<file path="src/rtl/assert_macros.svh">
// Assertion macros shared by the linked list engine RTL.
// Depends on nothing; the including module supplies i_clk and i_rst_n.
`ifndef ASSERT_MACROS_SVH
`define ASSERT_MACROS_SVH

// Concurrent assertion on a named clock and an active-low reset.
`define ALLE_ASSERT_ON(label, clk, rst_n, prop, msg) \
    label: assert property (@(posedge clk) disable iff (!rst_n) prop) \
        else $error(msg);

// Concurrent assertion on the module's own i_clk and i_rst_n.
`define ALLE_ASSERT(label, prop, msg) \
    `ALLE_ASSERT_ON(label, i_clk, i_rst_n, prop, msg)

`endif

</file>
<file path="src/rtl/alle_pkg.sv">
// Types and constants shared by the linked list engine modules.
// Depends on nothing.
`default_nettype none

package alle_pkg;

    localparam int FUNC_W  = 3;
    localparam int POS_W   = 6;
    localparam int VALUE_W = 32;
    localparam int COUNT_W = 5;

    localparam logic [FUNC_W-1:0] FUNC_INSERT    = 3'd0;
    localparam logic [FUNC_W-1:0] FUNC_PUSH_BACK = 3'd1;
    localparam logic [FUNC_W-1:0] FUNC_POP_BACK  = 3'd2;
    localparam logic [FUNC_W-1:0] FUNC_DELETE    = 3'd3;
    localparam logic [FUNC_W-1:0] FUNC_READ_ALL  = 3'd4;

    typedef enum logic [1:0] {
        K_INS,
        K_DEL,
        K_READ,
        K_BAD
    } t_kind;

    typedef enum logic [3:0] {
        OP_NONE,
        OP_LATCH,
        OP_START,
        OP_STEP,
        OP_INS_HEAD,
        OP_INS_LINK,
        OP_INS_PREV,
        OP_DEL_HEAD,
        OP_DEL_SEEK,
        OP_DEL_FIX,
        OP_SCAN,
        OP_EMIT_DATA,
        OP_EMIT_RESULT
    } t_op;

    typedef struct packed {
        t_op  op;
        logic ok;
    } t_cmd;

    typedef struct packed {
        t_kind kind;
        logic  pre_ok;
        logic  p_zero;
        logic  cnt_zero;
        logic  left_zero;
        logic  last;
        logic  scan_done;
        logic  out_free;
    } t_stat;

endpackage

`default_nettype wire

</file>
<file path="src/rtl/array_linked_list_engine.sv">
// Linked list engine: a singly linked list kept in a fixed pool of nodes.
// The input channel takes one operation per item (func, position, value_in)
// and is stalled while an operation is in progress; it is free again as soon
// as the last result has been loaded into the output register, even if the
// receiver has not yet taken it. The output channel carries one result per
// operation, or one per list element for read all, with last_of_run on the
// final one. Each link hop waits on the link RAM's registered read, so a walk
// alternates a wait state and a step state: insert or delete at position p
// scales with p, push and pop at the back scale with the list length, read
// all waits on the read for each element, and every insert adds a free-slot
// scan through the pool. A refused operation goes from decode to the result.
// A stalled result holds the output register and the engine waits on it.
// Synchronous reset leaves the list empty and all nodes free; node data and
// links are not cleared and need no clearing pass.
// Depends on alle_pkg, alle_ctrl, alle_dp, alle_ram and assert_macros.svh.
`default_nettype none
`include "assert_macros.svh"

module array_linked_list_engine #(
    parameter int POOL_DEPTH = 16,
    parameter int DATA_WIDTH = 32
) (
    input  wire logic                                i_clk,
    input  wire logic                                i_rst_n,
    input  wire logic                                i_in_valid,
    output logic                                     o_in_stall,
    input  wire logic [alle_pkg::FUNC_W-1:0]         i_func,
    input  wire logic [alle_pkg::POS_W-1:0]          i_position,
    input  wire logic signed [alle_pkg::VALUE_W-1:0] i_value_in,
    output logic                                     o_out_valid,
    input  wire logic                                i_out_stall,
    output logic                                     o_success,
    output logic signed [alle_pkg::VALUE_W-1:0]      o_value_out,
    output logic                                     o_value_valid,
    output logic                                     o_last_of_run,
    output logic      [alle_pkg::COUNT_W-1:0]        o_element_count
);

    alle_pkg::t_cmd  cmd;
    alle_pkg::t_stat stat;
    logic            idle;

    alle_ctrl u_ctrl (
        .i_clk      (i_clk),
        .i_rst_n    (i_rst_n),
        .i_in_valid (i_in_valid),
        .i_stat     (stat),
        .o_cmd      (cmd),
        .o_idle     (idle)
    );

    alle_dp #(
        .POOL_DEPTH (POOL_DEPTH),
        .DATA_WIDTH (DATA_WIDTH)
    ) u_dp (
        .i_clk           (i_clk),
        .i_rst_n         (i_rst_n),
        .i_cmd           (cmd),
        .o_stat          (stat),
        .i_func          (i_func),
        .i_position      (i_position),
        .i_value_in      (i_value_in),
        .i_out_stall     (i_out_stall),
        .o_out_valid     (o_out_valid),
        .o_success       (o_success),
        .o_value_out     (o_value_out),
        .o_value_valid   (o_value_valid),
        .o_last_of_run   (o_last_of_run),
        .o_element_count (o_element_count)
    );

    assign o_in_stall = !idle;

    `ALLE_ASSERT(a_busy_after_accept, (i_in_valid && !o_in_stall) |=> o_in_stall, "engine took a second item while busy")
    `ALLE_ASSERT(a_element_is_success, (o_out_valid && o_value_valid) |-> o_success, "list element reported without success")
    `ALLE_ASSERT(a_status_result_form, (o_out_valid && !o_value_valid) |-> (o_last_of_run && o_value_out == 0), "status result is not a zero final item")

endmodule

`default_nettype wire

</file>
<file path="src/rtl/alle_ram.sv">
// Generic simple dual-port RAM with one write port and a registered read port.
// Depends on nothing.
`default_nettype none

module alle_ram #(
    parameter int WIDTH = 32,
    parameter int DEPTH = 16
) (
    input  wire logic                     i_clk,
    input  wire logic                     i_we,
    input  wire logic [$clog2(DEPTH)-1:0] i_waddr,
    input  wire logic [WIDTH-1:0]         i_wdata,
    input  wire logic [$clog2(DEPTH)-1:0] i_raddr,
    output logic      [WIDTH-1:0]         o_rdata
);

    logic [WIDTH-1:0] r_mem [DEPTH];
    logic [WIDTH-1:0] r_rdata;

    always_ff @(posedge i_clk) begin
        if (i_we) begin
            r_mem[i_waddr] <= i_wdata;
        end
        r_rdata <= r_mem[i_raddr];
    end

    assign o_rdata = r_rdata;

endmodule

`default_nettype wire

</file>
<file path="src/rtl/alle_ctrl.sv">
// Controller state machine of the linked list engine.
// Depends on alle_pkg for the command and status types.
`default_nettype none

module alle_ctrl (
    input  wire logic           i_clk,
    input  wire logic           i_rst_n,
    input  wire logic           i_in_valid,
    input  wire alle_pkg::t_stat i_stat,
    output alle_pkg::t_cmd      o_cmd,
    output logic                o_idle
);

    typedef enum logic [3:0] {
        ST_IDLE,
        ST_DECODE,
        ST_WALK_WAIT,
        ST_WALK,
        ST_INS_PREV,
        ST_DEL_WAIT,
        ST_DEL_FIX,
        ST_SCAN,
        ST_RA_WAIT,
        ST_RA_EMIT,
        ST_RESULT
    } t_state;

    t_state r_state;
    t_state n_state;
    logic   r_ok;
    logic   n_ok;

    always_comb begin
        n_state    = r_state;
        n_ok       = r_ok;
        o_cmd.op   = alle_pkg::OP_NONE;
        o_cmd.ok   = r_ok;
        case (r_state)
            ST_IDLE: begin
                if (i_in_valid) begin
                    o_cmd.op = alle_pkg::OP_LATCH;
                    n_state  = ST_DECODE;
                end
            end
            ST_DECODE: begin
                n_ok = 1'b1;
                if (!i_stat.pre_ok) begin
                    n_ok    = 1'b0;
                    n_state = ST_RESULT;
                end else if (i_stat.kind == alle_pkg::K_INS && i_stat.p_zero) begin
                    o_cmd.op = alle_pkg::OP_INS_HEAD;
                    n_state  = ST_SCAN;
                end else if (i_stat.kind == alle_pkg::K_READ) begin
                    if (i_stat.cnt_zero) begin
                        n_state = ST_RESULT;
                    end else begin
                        o_cmd.op = alle_pkg::OP_START;
                        n_state  = ST_RA_WAIT;
                    end
                end else begin
                    o_cmd.op = alle_pkg::OP_START;
                    n_state  = ST_WALK_WAIT;
                end
            end
            ST_WALK_WAIT: begin
                n_state = ST_WALK;
            end
            ST_WALK: begin
                if (!i_stat.left_zero) begin
                    o_cmd.op = alle_pkg::OP_STEP;
                    n_state  = ST_WALK_WAIT;
                end else if (i_stat.kind == alle_pkg::K_INS) begin
                    o_cmd.op = alle_pkg::OP_INS_LINK;
                    n_state  = ST_INS_PREV;
                end else if (i_stat.p_zero) begin
                    o_cmd.op = alle_pkg::OP_DEL_HEAD;
                    n_state  = ST_RESULT;
                end else begin
                    o_cmd.op = alle_pkg::OP_DEL_SEEK;
                    n_state  = ST_DEL_WAIT;
                end
            end
            ST_INS_PREV: begin
                o_cmd.op = alle_pkg::OP_INS_PREV;
                n_state  = ST_SCAN;
            end
            ST_DEL_WAIT: begin
                n_state = ST_DEL_FIX;
            end
            ST_DEL_FIX: begin
                o_cmd.op = alle_pkg::OP_DEL_FIX;
                n_state  = ST_RESULT;
            end
            ST_SCAN: begin
                if (i_stat.scan_done) begin
                    n_state = ST_RESULT;
                end else begin
                    o_cmd.op = alle_pkg::OP_SCAN;
                end
            end
            ST_RA_WAIT: begin
                n_state = ST_RA_EMIT;
            end
            ST_RA_EMIT: begin
                if (i_stat.out_free) begin
                    o_cmd.op = alle_pkg::OP_EMIT_DATA;
                    n_state  = i_stat.last ? ST_IDLE : ST_RA_WAIT;
                end
            end
            ST_RESULT: begin
                if (i_stat.out_free) begin
                    o_cmd.op = alle_pkg::OP_EMIT_RESULT;
                    n_state  = ST_IDLE;
                end
            end
            default: begin
                n_state = ST_IDLE;
            end
        endcase
    end

    always_ff @(posedge i_clk) begin
        if (!i_rst_n) begin
            r_state <= ST_IDLE;
            r_ok    <= 1'b0;
        end else begin
            r_state <= n_state;
            r_ok    <= n_ok;
        end
    end

    assign o_idle = (r_state == ST_IDLE);

endmodule

`default_nettype wire

</file>
<file path="src/rtl/alle_dp.sv">
// Datapath of the linked list engine: node pool RAMs, list registers, output register.
// Depends on alle_pkg and alle_ram.
`default_nettype none

module alle_dp #(
    parameter int POOL_DEPTH = 16,
    parameter int DATA_WIDTH = 32
) (
    input  wire logic                                i_clk,
    input  wire logic                                i_rst_n,
    input  wire alle_pkg::t_cmd                      i_cmd,
    output alle_pkg::t_stat                          o_stat,
    input  wire logic [alle_pkg::FUNC_W-1:0]         i_func,
    input  wire logic [alle_pkg::POS_W-1:0]          i_position,
    input  wire logic signed [alle_pkg::VALUE_W-1:0] i_value_in,
    input  wire logic                                i_out_stall,
    output logic                                     o_out_valid,
    output logic                                     o_success,
    output logic signed [alle_pkg::VALUE_W-1:0]      o_value_out,
    output logic                                     o_value_valid,
    output logic                                     o_last_of_run,
    output logic      [alle_pkg::COUNT_W-1:0]        o_element_count
);

    localparam int LW = $clog2(POOL_DEPTH + 1);
    localparam int AW = $clog2(POOL_DEPTH);
    localparam int PW = (LW > alle_pkg::POS_W) ? LW : alle_pkg::POS_W;
    localparam logic [LW-1:0] NULL_IDX = LW'(POOL_DEPTH);

    logic [alle_pkg::FUNC_W-1:0]  r_func,  n_func;
    logic [alle_pkg::POS_W-1:0]   r_pos,   n_pos;
    logic [DATA_WIDTH-1:0]        r_val,   n_val;
    logic [LW-1:0]                r_head,  n_head;
    logic [LW-1:0]                r_count, n_count;
    logic [POOL_DEPTH-1:0]        r_used,  n_used;
    logic [LW-1:0]                r_free,  n_free;
    logic [LW-1:0]                r_at,    n_at;
    logic [LW-1:0]                r_prev,  n_prev;
    logic [PW-1:0]                r_left,  n_left;
    logic                         r_out_valid, n_out_valid;
    logic                         r_out_success, n_out_success;
    logic [alle_pkg::VALUE_W-1:0] r_out_value, n_out_value;
    logic                         r_out_vvalid, n_out_vvalid;
    logic                         r_out_last, n_out_last;
    logic [alle_pkg::COUNT_W-1:0] r_out_count, n_out_count;

    logic                  link_we;
    logic [AW-1:0]         link_waddr;
    logic [LW-1:0]         link_wdata;
    logic [LW-1:0]         link_rdata;
    logic                  val_we;
    logic [DATA_WIDTH-1:0] val_rdata;

    alle_pkg::t_kind kind;
    logic [PW-1:0]   p_sel;
    logic [PW-1:0]   cnt_ext;
    logic [PW-1:0]   left_init;
    logic            p_zero;
    logic            ins_ok;
    logic            del_ok;
    logic            pre_ok;
    logic            last;
    logic            scan_done;
    logic            out_free;
    logic [LW-1:0]   free_min;

    alle_ram #(
        .WIDTH (LW),
        .DEPTH (POOL_DEPTH)
    ) u_link_ram (
        .i_clk   (i_clk),
        .i_we    (link_we),
        .i_waddr (link_waddr),
        .i_wdata (link_wdata),
        .i_raddr (r_at[AW-1:0]),
        .o_rdata (link_rdata)
    );

    alle_ram #(
        .WIDTH (DATA_WIDTH),
        .DEPTH (POOL_DEPTH)
    ) u_value_ram (
        .i_clk   (i_clk),
        .i_we    (val_we),
        .i_waddr (r_free[AW-1:0]),
        .i_wdata (r_val),
        .i_raddr (r_at[AW-1:0]),
        .o_rdata (val_rdata)
    );

    always_comb begin
        cnt_ext = PW'(r_count);
        case (r_func)
            alle_pkg::FUNC_INSERT: begin
                kind  = alle_pkg::K_INS;
                p_sel = PW'(r_pos);
            end
            alle_pkg::FUNC_PUSH_BACK: begin
                kind  = alle_pkg::K_INS;
                p_sel = cnt_ext;
            end
            alle_pkg::FUNC_POP_BACK: begin
                kind  = alle_pkg::K_DEL;
                p_sel = cnt_ext - PW'(1);
            end
            alle_pkg::FUNC_DELETE: begin
                kind  = alle_pkg::K_DEL;
                p_sel = PW'(r_pos);
            end
            alle_pkg::FUNC_READ_ALL: begin
                kind  = alle_pkg::K_READ;
                p_sel = '0;
            end
            default: begin
                kind  = alle_pkg::K_BAD;
                p_sel = '0;
            end
        endcase

        p_zero = (p_sel == '0);
        ins_ok = (p_sel <= cnt_ext) && (r_count < NULL_IDX) && (r_free != NULL_IDX);
        del_ok = (r_count != '0) && (p_sel < cnt_ext);
        case (kind)
            alle_pkg::K_INS:  pre_ok = ins_ok;
            alle_pkg::K_DEL:  pre_ok = del_ok;
            alle_pkg::K_READ: pre_ok = 1'b1;
            default:          pre_ok = 1'b0;
        endcase

        if (kind == alle_pkg::K_READ) begin
            left_init = cnt_ext - PW'(1);
        end else if (p_zero) begin
            left_init = '0;
        end else begin
            left_init = p_sel - PW'(1);
        end

        last      = (r_left == '0) || (link_rdata == NULL_IDX);
        scan_done = (r_free == NULL_IDX) || !r_used[r_free[AW-1:0]];
        out_free  = !r_out_valid || !i_out_stall;
        free_min  = (r_at < r_free) ? r_at : r_free;
    end

    always_comb begin
        o_stat.kind      = kind;
        o_stat.pre_ok    = pre_ok;
        o_stat.p_zero    = p_zero;
        o_stat.cnt_zero  = (r_count == '0);
        o_stat.left_zero = (r_left == '0);
        o_stat.last      = last;
        o_stat.scan_done = scan_done;
        o_stat.out_free  = out_free;
    end

    always_comb begin
        n_func        = r_func;
        n_pos         = r_pos;
        n_val         = r_val;
        n_head        = r_head;
        n_count       = r_count;
        n_used        = r_used;
        n_free        = r_free;
        n_at          = r_at;
        n_prev        = r_prev;
        n_left        = r_left;
        n_out_valid   = r_out_valid && i_out_stall;
        n_out_success = r_out_success;
        n_out_value   = r_out_value;
        n_out_vvalid  = r_out_vvalid;
        n_out_last    = r_out_last;
        n_out_count   = r_out_count;
        link_we       = 1'b0;
        link_waddr    = r_free[AW-1:0];
        link_wdata    = r_head;
        val_we        = 1'b0;

        case (i_cmd.op)
            alle_pkg::OP_LATCH: begin
                n_func = i_func;
                n_pos  = i_position;
                n_val  = DATA_WIDTH'($unsigned(i_value_in));
            end
            alle_pkg::OP_START: begin
                n_at   = r_head;
                n_left = left_init;
            end
            alle_pkg::OP_STEP: begin
                n_at   = link_rdata;
                n_left = r_left - PW'(1);
            end
            alle_pkg::OP_INS_HEAD: begin
                link_we                = 1'b1;
                val_we                 = 1'b1;
                n_head                 = r_free;
                n_used[r_free[AW-1:0]] = 1'b1;
                n_count                = r_count + LW'(1);
            end
            alle_pkg::OP_INS_LINK: begin
                link_we                = 1'b1;
                link_wdata             = link_rdata;
                val_we                 = 1'b1;
                n_used[r_free[AW-1:0]] = 1'b1;
                n_count                = r_count + LW'(1);
            end
            alle_pkg::OP_INS_PREV: begin
                link_we    = 1'b1;
                link_waddr = r_at[AW-1:0];
                link_wdata = r_free;
            end
            alle_pkg::OP_DEL_HEAD: begin
                n_head               = link_rdata;
                n_used[r_at[AW-1:0]] = 1'b0;
                n_count              = r_count - LW'(1);
                n_free               = free_min;
            end
            alle_pkg::OP_DEL_SEEK: begin
                n_prev = r_at;
                n_at   = link_rdata;
            end
            alle_pkg::OP_DEL_FIX: begin
                link_we              = 1'b1;
                link_waddr           = r_prev[AW-1:0];
                link_wdata           = link_rdata;
                n_used[r_at[AW-1:0]] = 1'b0;
                n_count              = r_count - LW'(1);
                n_free               = free_min;
            end
            alle_pkg::OP_SCAN: begin
                n_free = r_free + LW'(1);
            end
            alle_pkg::OP_EMIT_DATA: begin
                n_out_valid   = 1'b1;
                n_out_success = 1'b1;
                n_out_value   = alle_pkg::VALUE_W'(val_rdata);
                n_out_vvalid  = 1'b1;
                n_out_last    = last;
                n_out_count   = alle_pkg::COUNT_W'(r_count);
                n_at          = link_rdata;
                n_left        = r_left - PW'(1);
            end
            alle_pkg::OP_EMIT_RESULT: begin
                n_out_valid   = 1'b1;
                n_out_success = i_cmd.ok;
                n_out_value   = '0;
                n_out_vvalid  = 1'b0;
                n_out_last    = 1'b1;
                n_out_count   = alle_pkg::COUNT_W'(r_count);
            end
            default: begin
            end
        endcase
    end

    always_ff @(posedge i_clk) begin
        if (!i_rst_n) begin
            r_head      <= NULL_IDX;
            r_count     <= '0;
            r_used      <= '0;
            r_free      <= '0;
            r_out_valid <= 1'b0;
        end else begin
            r_head      <= n_head;
            r_count     <= n_count;
            r_used      <= n_used;
            r_free      <= n_free;
            r_out_valid <= n_out_valid;
        end
    end

    always_ff @(posedge i_clk) begin
        r_func        <= n_func;
        r_pos         <= n_pos;
        r_val         <= n_val;
        r_at          <= n_at;
        r_prev        <= n_prev;
        r_left        <= n_left;
        r_out_success <= n_out_success;
        r_out_value   <= n_out_value;
        r_out_vvalid  <= n_out_vvalid;
        r_out_last    <= n_out_last;
        r_out_count   <= n_out_count;
    end

    assign o_out_valid     = r_out_valid;
    assign o_success       = r_out_success;
    assign o_value_out     = r_out_value;
    assign o_value_valid   = r_out_vvalid;
    assign o_last_of_run   = r_out_last;
    assign o_element_count = r_out_count;

endmodule

`default_nettype wire
</file>
<file path="config.mk">
export PLATFORM = sky130hd
export DESIGN_NAME = array_linked_list_engine
export DESIGN_NICKNAME = d
export VERILOG_FILES = /design/src/rtl/alle_pkg.sv /design/src/rtl/array_linked_list_engine.sv /design/src/rtl/alle_ram.sv /design/src/rtl/alle_ctrl.sv /design/src/rtl/alle_dp.sv
export VERILOG_INCLUDE_DIRS = /design/src /design/src/rtl
export SDC_FILE = /design/constraint.sdc
export NUM_CORES = 1
export LEC_CHECK = 0
export ABC_CLOCK_PERIOD_IN_PS = 6900
export BUFFER_PORTS_ARGS = -buffer_cell sky130_fd_sc_hd__buf_4
export CORE_AREA = 5 5 240 242
export DETAILED_ROUTE_END_ITERATION = 8
export DIE_AREA = 0 0 245 247
export GPL_TIMING_DRIVEN = 0
export HOLD_SLACK_MARGIN = 0.08
export PLACE_DENSITY = 0.72
export SLEW_MARGIN = 40
export SYNTH_ARGS = -nofsm -noshare
export SYNTH_HDL_FRONTEND = slang
export SYNTH_SLANG_ARGS = --single-unit
</file>
<file path="constraint.sdc">
create_clock -name i_clk -period 6.9 [get_ports i_clk]
set_input_delay 0.69 -clock i_clk [delete_from_list [all_inputs] [get_ports i_clk]]
set_output_delay 0.69 -clock i_clk [all_outputs]
set_load 0.01 [all_outputs]
</file>
======== Word level (Yosys, flattened, before mapping) ========
Memory sizes are Yosys's and may differ from the RTL's. A register that Yosys moved wholly into a read port is not among the register bits.
Cells that the tools add are included.
storage, ports and cells
  register bits after elaboration ......... 133
  RAM bits ................................ 592
  bits of input ports ..................... 45
  logic and storage cells ................. 169
  memories ................................ 2
operators by class
  $add $sub $neg .......................... 6
  magnitude comparators ................... 8
  eq/ne operators ......................... 36
  mux-type cells .......................... 57
  bitwise gates (word level) .............. 3
  reductions and logical operators ........ 39
memories
  name                    depth  bits a word  rd ports  clocked after Yosys merged registers in  wr ports  RTL line        RTL
  u_dp.u_value_ram.r_mem  16     32           1         1                                        1         alle_ram.sv:17  logic [WIDTH-1:0] r_mem [DEPTH];
  u_dp.u_link_ram.r_mem   16     5            1         1                                        1         alle_ram.sv:17
operator list
  cell                   number
  $mux W4                19
  $pmux W32 S2           1
  $pmux W5 S2            5
  $pmux W4 S11           1
  $eq A4 B3 Y1 const B   8
  $eq A4 B4 Y1 const B   8
  $pmux W16 S2           1
  $pmux W4 S8            1
  $pmux W6 S3            1
  $and A16 B16 Y16       1
  $eq A4 B2 Y1 const B   4
  $not A16 Y16           1
  $or A16 B16 Y16        1
  $reduce_or A2 Y1       8
  $logic_not A6 Y1       2
  $mux W1                12
  $mux W6                2
  $pmux W6 S2            1
  $reduce_bool A2 Y1     6
  $sub A6 B1 Y6 const B  2
  $add A5 B1 Y5 const B  2
  $eq A5 B5 Y1 const B   2
  $lt A4 B5 Y1 const B   2
  $demux W1 S4           2
  other kinds (35)       56

======== Longest topological paths before layout ========
  word-level depth ........................ 14
  depth in mapped cells ................... 23
  mapped depth without buffers ............ 21

======== By module ========
Synthesis repeated with hierarchy kept, for this count alone.
unflattened totals
  cells, all modules ...................... 1619
  area total of the unflattened synthesis .. 29936.2 um2
modules (own cells, without submodules)
  module                       times used  cells an instance  area each (um2)  sequential area each (um2)
  alle_ram (u_dp.u_value_ram)  1           838                19835.3          16015.4
  alle_dp                      1           531                6249.7           3523.4
  alle_ram (u_dp.u_link_ram)   1           155                3213.1           2502.4
  alle_ctrl                    1           94                 634.4            100.1
  array_linked_list_engine     1           1                  3.8              0.0

======== Worst setup path after synthesis ========
OpenSTA, ideal clock, no wires.
  path type ............................... reg2reg
  start ................................... reg u_dp.r_count[0]
  end ..................................... mem u_dp.u_value_ram.r_mem[15][0], enable pin
  arrival ................................. 4.901 ns
  required time ........................... 6.437 ns
  path slack .............................. 1.535 ns
  cell stages (with the launch flop) ...... 13
  path buffers ............................ 0
  period minus slack after synthesis ...... 5.365 ns
  path through ............................ dfxtp_1 -> inv_1 -> ha_1 -> nor3b_1 -> o21ai_1 -> a21oi_2 -> ha_1 -> and3_1 -> o21ai_0 -> a21oi_1 -> o31ai_1 -> a31oi_1 -> nor3_1
between the ends
  longest elaborated chain between the ends .. 13
  elaborated cells on any way between the ends .. 27
ends and longest elaborated chain
  item                                   RTL line         RTL
  start: declaration                     alle_dp.sv:34    logic [LW-1:0] r_count, n_count;
  start signal: assignment               alle_dp.sv:263   r_count <= n_count;
  $sub A5 B1 Y6                          alle_dp.sv:104   p_sel = cnt_ext - PW'(1);
  $pmux W6 S3                            alle_dp.sv:93    case (r_func)
  $le A6 B5 Y1                           alle_dp.sv:121   ins_ok = (p_sel <= cnt_ext) && (r_count < NULL_IDX) && (r_free != NULL_IDX);
  $logic_and A1 B1 Y1 (2 in series)      alle_dp.sv:121
  $pmux W1 S3                            alle_dp.sv:123   case (kind)
  $mux W4                                alle_ctrl.sv:47  if (!i_stat.pre_ok) begin
  $pmux W4 S8 (*)                        alle_ctrl.sv:38  case (r_state)
  $eq A4 B3 Y1                           alle_dp.sv:177   case (i_cmd.op)
  $reduce_or A2 Y1 (no source line) (*)  -
  $mux W1 (*)                            alle_dp.sv:177
  $mux W1 (*)                            alle_ram.sv:21   if (i_we) begin
  $mux W1 (implied by the code) (*)      alle_ram.sv:22   r_mem[i_waddr] <= i_wdata;
  end: declaration                       alle_ram.sv:17
Every way passes the cells marked *; elsewhere a longest branch is shown, timed or not.

======== Worst setup path after layout ========
  start ................................... reg u_dp.r_count[0]
  end ..................................... reg u_dp.r_count[4]
between the ends
  longest elaborated chain between the ends .. 11
  elaborated cells on any way between the ends .. 31
ends and longest elaborated chain
  item                                                      RTL line
  $sub A5 B1 Y6                                             alle_dp.sv:104
  $pmux W6 S3                                               alle_dp.sv:93
  $le A6 B5 Y1                                              alle_dp.sv:121
  $logic_and A1 B1 Y1 (2 in series)                         alle_dp.sv:121
  $pmux W1 S3                                               alle_dp.sv:123
  $mux W4                                                   alle_ctrl.sv:47
  $pmux W4 S8                                               alle_ctrl.sv:38
  $eq A4 B3 Y1 / $eq A4 B4 Y1 (equally long branches)       alle_dp.sv:177
  $reduce_or A2 Y1 (no source line)                         -
  $pmux W5 S2 / $reduce_bool A2 Y1 (equally long branches)  -
Parallel ways exist; a longest one is shown, timed or not.
A chain may end at the register's enable or synchronous reset.

==> summary.md <==
| Metric | Value |
|---|---|
| Synth Register Bits | 762 |
| TritonRoute pass-1 iters | 6 |
| Leakage power | 11.4 nW |
| Class of the most critical setup path | register to register |
| Post-CTS setup buffer count | 0 |
| Largest net degree at the start of global routing | 29 |
| Number of flops mapped to enable cells by yosys | 688 |
| Hold WS | 0.238 ns |
| Endpoints failing setup | 0 |
| RSZ-0062 raised after global routing | no |
| Crit-path max FO | 10 |
| Power Density | 326 nW/um^2 |
| Total GRT Usage | 0.234 |
| Clock Pin Slew Worst Setup and Hold Paths | 0.07 ns |
| Layout area overhead | 16.0% |
| HPWL after detailed placement | 42.5 mm |
| Fin. Hold Viols | 0 |
| Layout cell share with drive strength beyond 1 | 0.291 |
| HP Class | primary input to register |
| ANT nets after route | 0 |
| Slew headroom | 0.426 |
| Routability cong. | 0.897 |
| Least-Margin Pin Slew | 0.861 ns |
| DP Area | 32000 um^2 |
| Worst Path Arrival | 6.24 ns |
| Mapped Nets | 1595 |
| Total power draw | 11.3 mW |
| Mapped Cells | 1528 |
| Crit end category | register |
| Min cycle time layout | 5.71 ns |
| Initial DRC Count | 1902 |
| Dpl cells | 2341 |
| Fin Clk Skew | 0.0240 ns |
| Cell Rows | 86 |
| Number of max-cap violations | 0 |
| Clock sinks | 762 |
| Final Max Slew Viols | 0 |
| Remaining DRCs | 0 |
| WL final | 70.0 mm |
| Count of cell types in the netlist | 82 |
| Seq/Total Area, Yosys | 0.739 |
| CTS Buf Count | 78 |
| Die X | 245 um |
| Vias/cell | 6.34 |
| Post_cts resized | 0 |
| Final instance count without filler cells | 2488 |
| Clk_lat worst skew | 0.62 ns |
| Mapped Avg Cell Area | 19.6 um^2 |
| Root Driver | clkbuf_16 |
| Peak VDD IR | 264 uV |
| Critical Path RT | 7.43 ns |
| H-tree Lvls | 3 |
| Reg area | 22100 um^2 |
| Synth Flop Type | edfxtp_1 |
| Clk buf depth | 3 |
| Async SR Flop Fraction | 0 |
| TritonCTS clock tree | built |
| Fin area | 34700 um^2 |
| Period utilisation layout | 0.827 |
| # IOs | 87 |
| Net count, final | 1784 |
| Area of the multi-input gates | 7520 um^2 |
| Status | finished, final reports clean |
| Initial Util | 0.546 |
| Die Y-Extent | 247 um |
| Routed len/inst | 28.1 um |
| Global-route wire length before repair | 104 mm |
| Warnings from Yosys | 0 |
| Mapped cell area | 30000 um^2 |
| Initial antenna violation count | 1 |
| Filler cell count | 3683 |
| Post-CTS Hold Fix Bufs | 0 |
| Global route total overflow | 0 |
| Number of global-route vias before repair | 16.1k |
| DR vias | 15.8k |
| Worst setup SP type | register |
| Core ar. | 54900 um^2 |
| Fmax achieved | 175 MHz |
| DIE AREA | 60500 um^2 |
| PortBufs | 85 |
-- final timing paths --
check,startpoint,to,slack [ns],cells after the start
min reg2reg,u_dp.r_used[0],u_dp.r_used[0],0.47,2
min,i_value_in[22],u_dp.r_val[22],0.24,1
max reg2reg,u_dp.r_count[0],u_dp.r_count[4],1.19,22
max,u_dp.r_count[0],u_dp.r_count[4],1.19,22
-- worst max-delay path, cell delays in order (launching register included) --
cell	delay (ns)
dfxtp_1	0.54
inv_1	0.21
ha_1	0.37
nor2_1	0.09
a21oi_1	0.04
a211oi_1	0.42
inv_1	0.12
ha_1	0.26
o31ai_1	0.08
a211o_1	0.27
nor4_1	0.12
o41ai_2	0.48
a31oi_2	0.30
a21oi_4	0.39
buf_6	0.21
inv_2	0.09
fa_1	0.42
a21o_1	0.18
a21oi_1	0.33
nand3_1	0.16
a211oi_1	0.33
a211oi_1	0.10
o211ai_1	0.10
-- through the flow --
stage               setup TNS, ns   util  setup WS, ns
global placement           -78.47  0.574         -2.38
global route                    0  0.633         0.661
finish                          0  0.633          1.19
floorplan                       0      -          1.54
detailed placement              0  0.584          1.20
CTS                             0  0.633          1.15
-- placed cells by master, fill, tap and decap left out, types with 8 or more instances in the layout --
master / instances
edfxtp_1: 688
mux4_2: 186
buf_4: 90
clkbuf_16: 80
dfxtp_1: 74
nor2_1: 52
clkbuf_1: 49
nand2_1: 40
and2_1: 35
a21oi_1: 34
nand3_1: 26
nor3_1: 24
buf_2: 22
clkbuf_2: 22
ha_1: 21
inv_1: 18
o21ai_0: 16
clkbuf_8: 15
buf_12: 14
a21o_1: 13
nand2b_1: 12
o31a_1: 12
xnor2_1: 10
mux2_2: 10
nor2b_1: 9
mux2i_1: 9
clkinv_1: 9
clkinv_2: 9
a211oi_1: 8
nor4_2: 8
-- area by class of cell --
cell class                      count  area share
Multi-Input combinational cell    661       0.216
Clock buffer                      110      0.0652
Tap cell                          704      0.0254
Timing Repair Buffer              109      0.0300
Clock inverter                     35      0.0120
Buffer                             79      0.0104
Inverter                           26     0.00317
Sequential cell                   762       0.637
Antenna cell                        2    0.000144
-- metal layers --
| layer | global-route usage | share of wire | vias up |
|---|---|---|---|
| li1 | - | - | 6666 |
| met4 | 0.0649 | 0.026 | 0 |
| met3 | 0.0506 | 0.082 | 128 |
| met1 | 0.323 | 0.40 | 8142 |
| met2 | 0.384 | 0.50 | 831 |
| met5 | 0 | 0 | - |
-- logic make-up (layout without fill, tap and decap cells) --
logic type | count (synthesis) | count (layout) | synth area share
AOI/OAI and AO/OA | 165 | 165 | 0.0413
adders and majority gates | 22 | 22 | 0.00944
DFF | 762 | 762 | 0.739
buffers and inverters | 105 | 359 | 0.0140
muxes | 207 | 207 | 0.147
and+or+nand+nor | 255 | 255 | 0.0456
other | 0 | 2 | 0
xor gates and xnor gates | 12 | 12 | 0.00351
-- where the power goes --
part | internal (mW) | switching [mW]
combinational | 0.582 | 0.786
clock | 2.54 | 1.75
sequential | 5.43 | 0.232
total | 8.55 | 2.77
-- cells in the mapped netlist, drive strengths merged, types with 3 or more instances --
library cell / number / area, um^2
a211oi: 10 / 92.6
a21o: 13 / 97.6
a21oi: 36 / 195
a22o: 5 / 43.8
a22oi: 5 / 37.5
a311oi: 3 / 26.3
a31oi: 7 / 56.3
and2: 35 / 219
and3: 13 / 81.3
and4: 4 / 35.0
buf: 23 / 113
clkbuf: 56 / 210
dfxtp: 74 / 1480
edfxtp: 688 / 20700
ha: 21 / 263
inv: 24 / 90.1
mux2: 12 / 135
mux2i: 9 / 90.1
mux4: 186 / 4190
nand2: 41 / 154
nand2b: 12 / 75.1
nand3: 26 / 130
nor2: 52 / 195
nor2b: 9 / 56.3
nor3: 28 / 163
nor3b: 7 / 52.6
nor4: 13 / 81.3
o211a: 6 / 60.1
o21a: 7 / 52.6
o21ai: 21 / 105
o22ai: 3 / 18.8
o311ai: 4 / 35.0
o31a: 12 / 105
o31ai: 6 / 50.1
o41ai: 4 / 42.6
or2: 4 / 25.0
xnor2: 10 / 87.6
-- registers in the layout (all words and copies together) (netlist names) --
| signal | count |
|---|---|
| u_dp.o_last_of_run | 1 |
| u_dp.r_val | 32 |
| u_dp.r_head | 5 |
| u_dp.r_pos | 6 |
| u_dp.r_left | 6 |
| u_dp.u_value_ram.r_mem | 512 |
| u_dp.r_used | 16 |
| u_dp.o_value_out | 32 |
| u_dp.o_value_valid | 1 |
| u_dp.u_link_ram.r_mem | 80 |
| u_ctrl.r_ok | 1 |
| u_dp.o_out_valid | 1 |
| u_dp.r_at | 5 |
| u_dp.r_prev | 4 |
| u_dp.u_value_ram.o_rdata | 32 |
| u_dp.r_free | 5 |
| u_dp.o_success | 1 |
| u_dp.r_func | 3 |
| u_dp.r_count | 5 |
| u_ctrl.r_state | 4 |
| u_dp.o_element_count | 5 |
| u_dp.u_link_ram.o_rdata | 5 |
Power figures use the tool's default switching activity.
